--- src/hw/rtl/srrf_pkg.sv ---
// srrf_pkg: types, codes and payload structs for the sequence-number keeper
// used by seqnum_resync_resend_fsm, srrf_decide and srrf_checker; no dependencies
package srrf_pkg;

    typedef enum logic [1:0] {
        MODE_SYNCED       = 2'd0,
        MODE_AWAIT_SYNC   = 2'd1,
        MODE_AWAIT_RESEND = 2'd2
    } t_mode;

    localparam logic [1:0] ACT_HEADER  = 2'd0;
    localparam logic [1:0] ACT_TIMEOUT = 2'd1;
    localparam logic [1:0] ACT_START   = 2'd2;

    localparam logic [2:0] KIND_NONE    = 3'd0;
    localparam logic [2:0] KIND_RESEND  = 3'd1;
    localparam logic [2:0] KIND_REQUEST = 3'd2;
    localparam logic [2:0] KIND_SYNCREQ = 3'd3;
    localparam logic [2:0] KIND_RESYNC  = 3'd4;

    typedef struct packed {
        logic [1:0]  action;
        logic [15:0] rx_seqnum;
        logic        flag_resend;
        logic        flag_request;
        logic        flag_syncreq;
        logic        flag_resync;
        logic        flag_master;
        logic        flag_valid;
        logic        buffer_hit;
    } t_in_item;

    typedef struct packed {
        logic        deliver;
        logic [2:0]  send_kind;
        logic [15:0] send_seqnum;
        logic        flush_buffer;
        logic        reset_app;
        logic        timer_start;
        logic        timer_stop;
        logic        seq_valid;
    } t_out_item;

    typedef struct packed {
        t_mode       mode;
        logic [15:0] seq_counter;
        logic        valid_bit;
        logic [7:0]  missing_count;
        logic        timer_running;
    } t_state;

endpackage

--- src/hw/rtl/srrf_decide.sv ---
// srrf_decide: combinational decision for one event, next state and result beat
// depends on srrf_pkg
module srrf_decide (
    input  srrf_pkg::t_state    i_state,
    input  logic                i_is_master,
    input  srrf_pkg::t_in_item  i_item,
    output srrf_pkg::t_state    o_state,
    output srrf_pkg::t_out_item o_res
);
    import srrf_pkg::*;

    logic [15:0] cur;
    logic [15:0] nxt;
    logic [15:0] d_rc;
    logic [15:0] d_rn;
    logic        ahead_rc;
    logic        ahead_rn;
    logic        m_resync;
    logic        resend_ok;
    logic [7:0]  miss_dec;
    t_out_item   res;
    t_state      ns;

    assign cur       = i_state.seq_counter;
    assign nxt       = cur + 16'd1;
    assign d_rc      = i_item.rx_seqnum - cur;
    assign d_rn      = i_item.rx_seqnum - nxt;
    assign ahead_rc  = (d_rc != 16'd0) && !d_rc[15];
    assign ahead_rn  = (d_rn != 16'd0) && !d_rn[15];
    assign m_resync  = i_item.flag_resync && i_item.flag_master;
    assign resend_ok = i_item.flag_resend && i_item.flag_valid && (nxt == i_item.rx_seqnum);
    assign miss_dec  = i_state.missing_count - 8'd1;

    // outputs
    always_comb begin
        res = '0;
        unique case (i_item.action) inside
            ACT_HEADER: begin
                unique case (i_state.mode)
                    MODE_SYNCED: begin
                        if (!i_item.flag_resend) begin
                            if (i_item.flag_request) begin
                                if ((i_is_master || i_state.valid_bit) && i_item.buffer_hit) begin
                                    res.send_kind   = KIND_RESEND;
                                    res.send_seqnum = i_item.rx_seqnum;
                                end
                            end else if (i_item.flag_syncreq) begin
                                if (i_is_master) begin
                                    res.send_kind   = KIND_RESYNC;
                                    res.send_seqnum = cur;
                                end
                            end else if (m_resync) begin
                                if (cur != i_item.rx_seqnum) begin
                                    res.flush_buffer = 1'b1;
                                    if (ahead_rc) begin
                                        res.send_kind   = KIND_REQUEST;
                                        res.send_seqnum = nxt;
                                    end else begin
                                        res.reset_app = 1'b1;
                                    end
                                end
                            end else if (i_item.flag_valid || i_item.flag_master) begin
                                if (nxt == i_item.rx_seqnum) begin
                                    res.deliver = 1'b1;
                                end else if (ahead_rn && i_item.flag_master) begin
                                    res.flush_buffer = 1'b1;
                                    res.send_kind    = KIND_REQUEST;
                                    res.send_seqnum  = nxt;
                                end else if (i_is_master) begin
                                    res.send_kind   = KIND_RESYNC;
                                    res.send_seqnum = cur;
                                end else begin
                                    res.send_kind   = KIND_SYNCREQ;
                                    res.send_seqnum = nxt;
                                end
                            end else if (i_is_master) begin
                                res.send_kind   = KIND_RESYNC;
                                res.send_seqnum = cur;
                            end
                        end
                    end
                    MODE_AWAIT_SYNC: begin
                        if (!m_resync && !i_item.flag_syncreq) begin
                            res.send_kind   = KIND_SYNCREQ;
                            res.send_seqnum = nxt;
                        end
                    end
                    MODE_AWAIT_RESEND: begin
                        if (resend_ok) begin
                            res.deliver    = 1'b1;
                            res.timer_stop = 1'b1;
                            if (miss_dec != 8'd0) begin
                                res.send_kind   = KIND_REQUEST;
                                res.send_seqnum = nxt + 16'd1;
                            end
                        end
                    end
                    default: begin
                        // unreachable mode: header dropped
                    end
                endcase
            end
            ACT_TIMEOUT, ACT_START: begin
                res.reset_app   = (i_item.action == ACT_TIMEOUT);
                res.send_seqnum = cur;
                if (i_is_master) begin
                    res.send_kind = KIND_RESYNC;
                end else begin
                    res.send_kind    = KIND_SYNCREQ;
                    res.flush_buffer = 1'b1;
                end
            end
            default: begin
                // unused action code: no effect
            end
        endcase
        // a stop in the same beat frees the timer for a fresh start
        res.timer_start = (res.send_kind == KIND_REQUEST) &&
                          (!i_state.timer_running || res.timer_stop);
    end

    // next state
    always_comb begin
        ns = i_state;
        unique case (i_item.action) inside
            ACT_HEADER: begin
                unique case (i_state.mode)
                    MODE_SYNCED: begin
                        if (!i_item.flag_resend && !i_item.flag_request &&
                            !i_item.flag_syncreq) begin
                            if (m_resync) begin
                                if (cur != i_item.rx_seqnum) begin
                                    if (ahead_rc) begin
                                        ns.missing_count = (d_rc[15:8] != 8'd0) ? 8'hFF
                                                                                 : d_rc[7:0];
                                        ns.valid_bit     = 1'b0;
                                        ns.mode          = MODE_AWAIT_RESEND;
                                    end else begin
                                        ns.seq_counter = i_item.rx_seqnum;
                                    end
                                end
                            end else if (i_item.flag_valid || i_item.flag_master) begin
                                if (nxt == i_item.rx_seqnum) begin
                                    ns.seq_counter = nxt;
                                end else if (ahead_rn && i_item.flag_master) begin
                                    ns.valid_bit = 1'b0;
                                    ns.mode      = MODE_AWAIT_RESEND;
                                end
                            end
                        end
                    end
                    MODE_AWAIT_SYNC: begin
                        if (m_resync) begin
                            ns.seq_counter = i_item.rx_seqnum;
                            ns.valid_bit   = 1'b1;
                            ns.mode        = MODE_SYNCED;
                        end else begin
                            ns.seq_counter = nxt;
                        end
                    end
                    MODE_AWAIT_RESEND: begin
                        if (resend_ok) begin
                            ns.seq_counter   = nxt;
                            ns.missing_count = miss_dec;
                            if (miss_dec == 8'd0) begin
                                ns.mode      = MODE_SYNCED;
                                ns.valid_bit = 1'b1;
                            end
                        end
                    end
                    default: begin
                    end
                endcase
            end
            ACT_TIMEOUT, ACT_START: begin
                if (i_is_master) begin
                    ns.mode = MODE_SYNCED;
                end else begin
                    ns.valid_bit = 1'b0;
                    ns.mode      = MODE_AWAIT_SYNC;
                end
            end
            default: begin
            end
        endcase
        ns.timer_running = res.timer_start ||
                           (i_state.timer_running && !res.timer_stop &&
                            (i_item.action != ACT_TIMEOUT));
    end

    assign o_state = ns;

    always_comb begin
        o_res           = res;
        o_res.seq_valid = i_is_master || ns.valid_bit;
    end

endmodule

--- src/hw/rtl/seqnum_resync_resend_fsm.sv ---
// seqnum_resync_resend_fsm: receiver-side sequence-number keeper, top level
// depends on srrf_pkg and srrf_decide
//
//  channel  | direction | handshake                 | beat
//  ---------+-----------+---------------------------+-----------------------
//  in       | input     | i_in_valid / o_in_ready   | t_in_item (one event)
//  out      | output    | o_out_valid / i_out_ready | t_out_item (one result)
//  cfg      | input     | i_cfg_valid / o_cfg_ready | is_master bit
//
// one event per cycle while the result channel does not stall; each result beat passes
// the input register, then the result register, before it can be taken
// state is updated as an event leaves the input register, so events back to back
// see each other's effects; a stalled result register holds the input register
// reset: is_master 0, mode awaiting sync, counters and flags cleared
module seqnum_resync_resend_fsm (
    input  logic                i_clk,
    input  logic                i_rst_n,
    input  logic                i_in_valid,
    output logic                o_in_ready,
    input  srrf_pkg::t_in_item  i_in_item,
    output logic                o_out_valid,
    input  logic                i_out_ready,
    output srrf_pkg::t_out_item o_out_item,
    input  logic                i_cfg_valid,
    output logic                o_cfg_ready,
    input  logic                i_cfg_data
);
    import srrf_pkg::*;

    logic      r_is_master;
    t_state    r_state;
    t_state    n_state;
    logic      r_in_valid;
    t_in_item  r_in;
    logic      r_out_valid;
    t_out_item r_out;
    t_out_item n_out;
    logic      out_free;
    logic      advance;

    srrf_decide u_decide (
        .i_state     (r_state),
        .i_is_master (r_is_master),
        .i_item      (r_in),
        .o_state     (n_state),
        .o_res       (n_out)
    );

    assign out_free    = !r_out_valid || i_out_ready;
    assign advance     = r_in_valid && out_free;
    assign o_in_ready  = !r_in_valid || advance;
    assign o_cfg_ready = 1'b1;
    assign o_out_valid = r_out_valid;
    assign o_out_item  = r_out;

    always_ff @(posedge i_clk) begin
        if (!i_rst_n) begin
            r_in_valid  <= 1'b0;
            r_out_valid <= 1'b0;
        end else begin
            if (o_in_ready) begin
                r_in_valid <= i_in_valid;
            end
            if (out_free) begin
                r_out_valid <= r_in_valid;
            end
        end
    end

    always_ff @(posedge i_clk) begin
        if (i_in_valid && o_in_ready) begin
            r_in <= i_in_item;
        end
        if (advance) begin
            r_out <= n_out;
        end
    end

    always_ff @(posedge i_clk) begin
        if (!i_rst_n) begin
            r_is_master <= 1'b0;
            r_state     <= '{mode: MODE_AWAIT_SYNC, seq_counter: 16'd0, valid_bit: 1'b0,
                             missing_count: 8'd0, timer_running: 1'b0};
        end else if (i_cfg_valid) begin
            // a register write sets the mode from the new bit: synced for a master, else awaiting sync
            r_is_master  <= i_cfg_data;
            r_state.mode <= i_cfg_data ? MODE_SYNCED : MODE_AWAIT_SYNC;
        end else if (advance) begin
            r_state <= n_state;
        end
    end

endmodule

--- config.mk ---
export PLATFORM = sky130hd
export DESIGN_NAME = seqnum_resync_resend_fsm
export DESIGN_NICKNAME = d
export VERILOG_FILES = /design/src/hw/rtl/srrf_pkg.sv /design/src/hw/rtl/srrf_decide.sv /design/src/hw/rtl/seqnum_resync_resend_fsm.sv
export SDC_FILE = /design/constraint.sdc
export NUM_CORES = 1
export LEC_CHECK = 0
export ABC_CLOCK_PERIOD_IN_PS = 6240
export BUFFER_PORTS_ARGS = -buffer_cell sky130_fd_sc_hd__buf_2
export CORE_ASPECT_RATIO = 1.1
export CORE_MARGIN = 2
export CORE_UTILIZATION = 30
export CTS_BUF_LIST = sky130_fd_sc_hd__clkbuf_8
export CTS_CLUSTER_DIAMETER = 40
export DETAILED_ROUTE_END_ITERATION = 12
export SYNTH_ARGS = -nofsm -noshare
export SYNTH_HDL_FRONTEND = slang
export SYNTH_HIERARCHICAL = 1
export SYNTH_SLANG_ARGS = --single-unit
export TNS_END_PERCENT = 5
--- constraint.sdc ---
create_clock -name i_clk -period 6.24 [get_ports i_clk]
set_input_delay 1.248 -clock i_clk [delete_from_list [all_inputs] [get_ports i_clk]]
set_output_delay 1.248 -clock i_clk [all_outputs]
set_load 0.05 [all_outputs]
==> results of run 1 <==
[registers in the layout, summed over array words and instances, names as in the netlist]
name,flops
r_state,28
o_out_item,25
r_in,25
o_out_valid,1
r_in_valid,1
r_is_master,1
[metrics by stage]
stage / worst slack (ps) / cell area, µm² / hold WS (ps)
3_3_place_gp: 834 / 9220 / 445
5_1_grt: 59.4 / 9450 / 507
6_report: 444 / 9450 / 468
3_5_place_dp: 636 / 9220 / 457
4_1_cts: 606 / 9450 / 472
2_1_floorplan: 1500 / 8610 / 431
[cell type report]
class,count,area [µm²],share of cell area
timing repair buffer,86,503,0.0532
clock inverter,7,108,0.0114
inverter,51,191,0.0202
multi-input combinational,884,5940,0.629
tap,368,460,0.0487
clock buffer,9,124,0.0131
sequential,81,2120,0.224
antenna,1,2.50,0.000265
[tightest hold or removal path, cell delays in order (launching register included)]
cell and delay (ps):
dfxtp_1 320, nand2_1 50, mux2i_1 50
[kinds of logic after synthesis]
family	synth area share
AND/OR/NAND/NOR	0.222
AO/OA/AOI/OAI	0.314
multiplexers	0.0397
other	0.000436
adder cells (fa/ha/maj)	0.0570
buffers and inverters	0.0648
flip-flops	0.247
XOR/XNOR	0.0554
[report_power, final]
group          internal, mW  switching [mW]
sequential            0.591          0.0389
combinational         0.142           0.279
clock                 0.234           0.247
[routing by layer]
layer	vias up	GRT usage	part of all wire	routed length, µm
met5	-	0	0	0
met4	0	0.0997	0.049	1590
met3	97	0.0313	0.079	2550
met2	509	0.349	0.47	15100
met1	4303	0.269	0.40	13100
li1	4135	-	-	-
[path summary, 6_finish.rpt]
check	startpoint	to	slack, ps	cells past startpoint
setup / recovery	r_state[15]	r_state[12]	440	18
hold reg to reg	r_state[0]	r_state[0]	470	2
setup reg to reg	r_state[15]	r_state[12]	440	18
hold / removal	r_state[0]	r_state[0]	470	2
[Yosys cell counts (5+ instances only)]
cell	n
inv_1	49
mux2i_1	33
clkbuf_1	42
o21ai_0	78
ha_1	36
a222oi_1	8
or2_2	9
nor2b_1	9
o221ai_1	7
or3_1	8
and2_1	8
a211oi_1	11
a2bb2oi_1	8
o31ai_1	10
a22oi_1	11
o21a_1	14
o211ai_1	12
nand4_1	11
a21o_1	17
a221oi_1	23
nand2b_1	14
xnor2_1	32
nand2_1	136
a31oi_1	13
o21ai_1	14
and3_1	7
a21oi_1	88
edfxtp_1	50
dfxtp_1	31
nand3_1	30
and4_1	5
xor2_1	11
nor2_1	76
nor3_1	29
buf_2	15
buf_6	5
==> impl_metrics.yaml, run 1 <==
routing:
  route.detailed.drc: 0
  viasPerCell: 6.08
  routedWlPerCell_um: 21.8
  drt_iter0_drc: 1159
  first_pass_iters: 6
  via_count: 9044
  wl_um: 32400
  ant_nets: 0
critical_path:
  cp-end-kind: "flop"
  critPathMaxFanout: 16
  critPathSlowestCell: "a2111oi_4"
  critPathTopFamily: "simple AND/OR/NAND/NOR gates"
  setup.worst_path.class: "reg -> reg"
  path_buf_inv: 1
  worstPathArrival_ps: 6060
  crit_path_start_kind: "flop"
  cp.required_ps: 6510
  path_cells: "nand3_1, or2_2, nor3_1, xnor2_1, ha_1, and4_1, nand4_1, or4b_4, a2111oi_4, buf_4, nand2_1, xnor2_1, a221oi_1, a21oi_1, o21ai_0, a21oi_1, nand2_1, mux2i_1"
  slowest_delay_ps: 810
clock_network:
  post-cts-setup-buffers: 0
  cts_tree: "done"
  cts_hold_repair.buffers: 0
  htree_levels: 3
  clk_pin_slew_ps: 110
  numClockSinks: 81
  clockBufferDepth: 2
  clock_latency_ps: 410
  root_buffer: "clkbuf_8"
  cts_resized: 0
  cts_inserted_buffers: 9
synth:
  seq_area_frac_synth: 0.247
  syn_nets: 1154
  async_flop_share: 0
  ys_seq_elements: 81
  avgSynthCellArea_um2: 7.93
  synth_top_cells_by_area: "edfxtp_1, dfxtp_1, nand2_1, ha_1, a21oi_1"
  synth_top_area_frac: 0.174
  synth_cells: 1086
  syn_area_um2: 8610
  synth_edf_count: 50
  yosys.area.top_type: "edfxtp_1"
  yosys_warnings: 6
  synth_flop_cell: "edfxtp_1"
  synth_cell_type_count: 105
grt:
  grt_pass1_vias: 8352
  antenna_found_initial: 1
  grt-ovfl-total: 0
  grt_pass1_wl_um: 48700
  grt_usage: 0.211
  grt_max_degree: 58
placement:
  dp.cells: 1470
  dp.final_hpwl_um: 24000
  place_congestion: 0.995
  port_buffers: 57
sta:
  fin_tns_setup_ps: 0
  worstMarginPinSlew_ps: 1070
  rsz0062_at_grt: "false"
  setup_viol: 0
  finalHoldViolCount: 0
  period_share: 0.929
  slew_headroom: 0.290
  finClkSkew_ps: 14.3
  fin_crit_ps: 5800
  slew_viol_final: 0
  timing.fmax_mhz: 173
finish:
  fillers: 3001
  final_common_cell: "nand2_1"
  final_cell_mix: "nand2_1, a21oi_1, o21ai_0"
  fin_nets: 1181
  drive_above_1_share: 0.146
  utilization: 0.332
  stdcell_count: 1487
  area_growth_pct: 9.83
floorplanning:
  die_h_um: 182
  die_area_um2: 30100
  die_x_um: 166
  ioPinCount: 59
  core_area_um2: 28500
  core.rowCount: 65
  initial_core_util: 0.302
power_and_ir_drop:
  p_leak_nw: 3.21
  power_mw: 1.53
  powerDensity_nw_per_um2: 162
  ir_worst_vdd_v: 0.0000865
run:
  cap_violations: 0
status:
  status: "completed"
worst_hold_path:
  min_path_type: "reg -> reg"
No activity file was read; power rests on OpenSTA's default activity.
==> inputs of run 2 (changes only) <==
--- a/config.mk
+++ b/config.mk
@@ -7,7 +7,7 @@
 export LEC_CHECK = 0
 export ABC_CLOCK_PERIOD_IN_PS = 6240
 export BUFFER_PORTS_ARGS = -buffer_cell sky130_fd_sc_hd__buf_2
-export CORE_ASPECT_RATIO = 1.1
+export CORE_ASPECT_RATIO = 1.2
 export CORE_MARGIN = 2
 export CORE_UTILIZATION = 30
 export CTS_BUF_LIST = sky130_fd_sc_hd__clkbuf_8
==> impl_metrics.yaml, run 2 (synthesis results as in run 1) <==
status:
  status: "completed"
finish:
  drive_above_1_share: 0.144
  area_growth_pct: 9.87
  regMostFlops: "r_state"
  largest_register_ffs: 28
  utilization: 0.337
  final_cell_mix: "nand2_1, a21oi_1, o21ai_0"
  num_antenna_cells: 0
  final_common_cell: "nand2_1"
  fin_nets: 1181
critical_path:
  setup.worst_path.class: "reg -> reg"
  cp-startpoint: "r_state[11]"
  cp.required_ps: 6490
  r2r_cells: 18
  critPathCapture: "o_out_item[13]"
  worstPathArrival_ps: 5910
  ff2ff_setup_slack_ps: 580
  cp-end-kind: "flop"
  crit_path_start_kind: "flop"
  rr_endpoint: "o_out_item[13]"
  critPathMaxFanout: 12
  worstReg2RegStart: "r_state[11]"
clock_network:
  clockBufferDepth: 2
  cts_hold_repair.buffers: 0
  cts_resized: 0
  cts_inserted_buffers: 9
  post-cts-setup-buffers: 0
  numClockSinks: 81
  clk_pin_slew_ps: 100
  root_buffer: "clkbuf_8"
  htree_levels: 3
  clock_latency_ps: 410
  cts_tree: "done"
routing:
  ant_nets: 0
  first_pass_iters: 8
  top_layer: "met4"
  route.detailed.drc: 0
  met3_length_um: 2970
  drt_iter0_drc: 1119
  viasPerCell: 6.04
  via_count: 9036
  wl_met1_um: 12300
  wl_um: 32300
  wl_met2_um: 15100
  routedWlPerCell_um: 21.6
power_and_ir_drop:
  power.internal_mw: 0.969
  ir_worst_vdd_v: 0.0000926
  p_switching_mw: 0.574
  combPwrFrac: 0.275
  power.share.sequential: 0.409
  p_leak_nw: 3.21
  switching_share: 0.372
  p_clk_frac: 0.316
  powerDensity_nw_per_um2: 163
  power_mw: 1.54
sta:
  holdWs_ps: 489
  setup_viol: 0
  slew_headroom: 0.287
  period_share: 0.907
  fin_crit_ps: 5660
  worstMarginPinSlew_ps: 1070
  finalHoldViolCount: 0
  timing.fmax_mhz: 177
  finClkSkew_ps: 21.1
  rsz0062_at_grt: "false"
  fin_tns_setup_ps: 0
  slew_viol_final: 0
grt:
  grt_max_degree: 58
  grt-ovfl-total: 0
  grt_pass1_vias: 8446
  antenna_found_initial: 0
  grt_usage: 0.216
  grt_pass1_wl_um: 49300
floorplanning:
  core.rowCount: 67
  initial_core_util: 0.307
  die_h_um: 190
  ioPinCount: 59
  die_x_um: 159
  die_area_um2: 30100
  core_area_um2: 28100
placement:
  port_buffers: 57
  dp.final_hpwl_um: 23900
  place_congestion: 0.976
run:
  cap_violations: 0
worst_hold_path:
  min_path_type: "reg -> reg"
[run 2: changes by cell type in the layout (fill, tap and decap cells not counted), sizes merged]
cell / previous run / this run
diode: 1 / 0
[run 2: area by class of cell]
| type | instances | area, µm² |
|---|---|---|
| Clock buffer | 9 | 124 |
| Clock inverter | 7 | 110 |
| Fill cell | 2963 | 18600 |
| Inverter | 51 | 191 |
| Multi-Input combinational cell | 884 | 5930 |
| Sequential cell | 81 | 2120 |
| Tap cell | 379 | 474 |
| Timing Repair Buffer | 86 | 503 |
[run 2: metal layers]
metal,GRT usage,vias to the layer above
li1,-,4132
met1,0.266,4277
met2,0.349,508
met3,0.0367,119
met4,0.130,0
met5,0,-
[run 2: power groups by stage]
stage / sequential, mW / combinational (mW) / clock [mW]
after floorplan: 0.645 / 0.280 / 0
after global placement: 0.642 / 0.412 / 0
after detailed placement: 0.642 / 0.414 / 0
after CTS: 0.630 / 0.416 / 0.497
after global routing: 0.634 / 0.456 / 0.517
final: 0.631 / 0.424 / 0.488
[run 2: stage by stage]
stage / setup WS (ps) / instance area, µm² / std cells
2_1_floorplan: 1500 / 8610 / 1086
3_3_place_gp: 778 / 9220 / 1481
3_5_place_dp: 697 / 9220 / 1481
4_1_cts: 688 / 9460 / 1497
5_1_grt: 317 / 9460 / 1497
6_report: 579 / 9460 / 1497
[run 2: worst min-delay path by stage]
stage | from | to | slack, ps | cells past startpoint
after CTS | r_state[0] | r_state[0] | 490 | 2
after global placement | r_state[0] | r_state[0] | 440 | 2
after global routing | r_state[0] | r_state[0] | 510 | 2
after floorplan | r_state[15] | r_state[15] | 430 | 2
after detailed placement | r_state[0] | r_state[0] | 470 | 2
final | r_state[0] | r_state[0] | 490 | 2
[run 2: critical path: stages, from the launching register on]
cell and delay (ps):
dfxtp_1 500, ha_1 330, nand4_1 190, nor3_1 190
buf_4 170, nand2_1 70, xnor2_1 560, ha_1 440
and4_1 290, or3_1 320, o22a_1 160, maj3_1 390
o21a_4 150, xnor2_2 150, or4_1 530, o21ai_2 530
or2_2 260, a211oi_1 60, o221ai_1 210
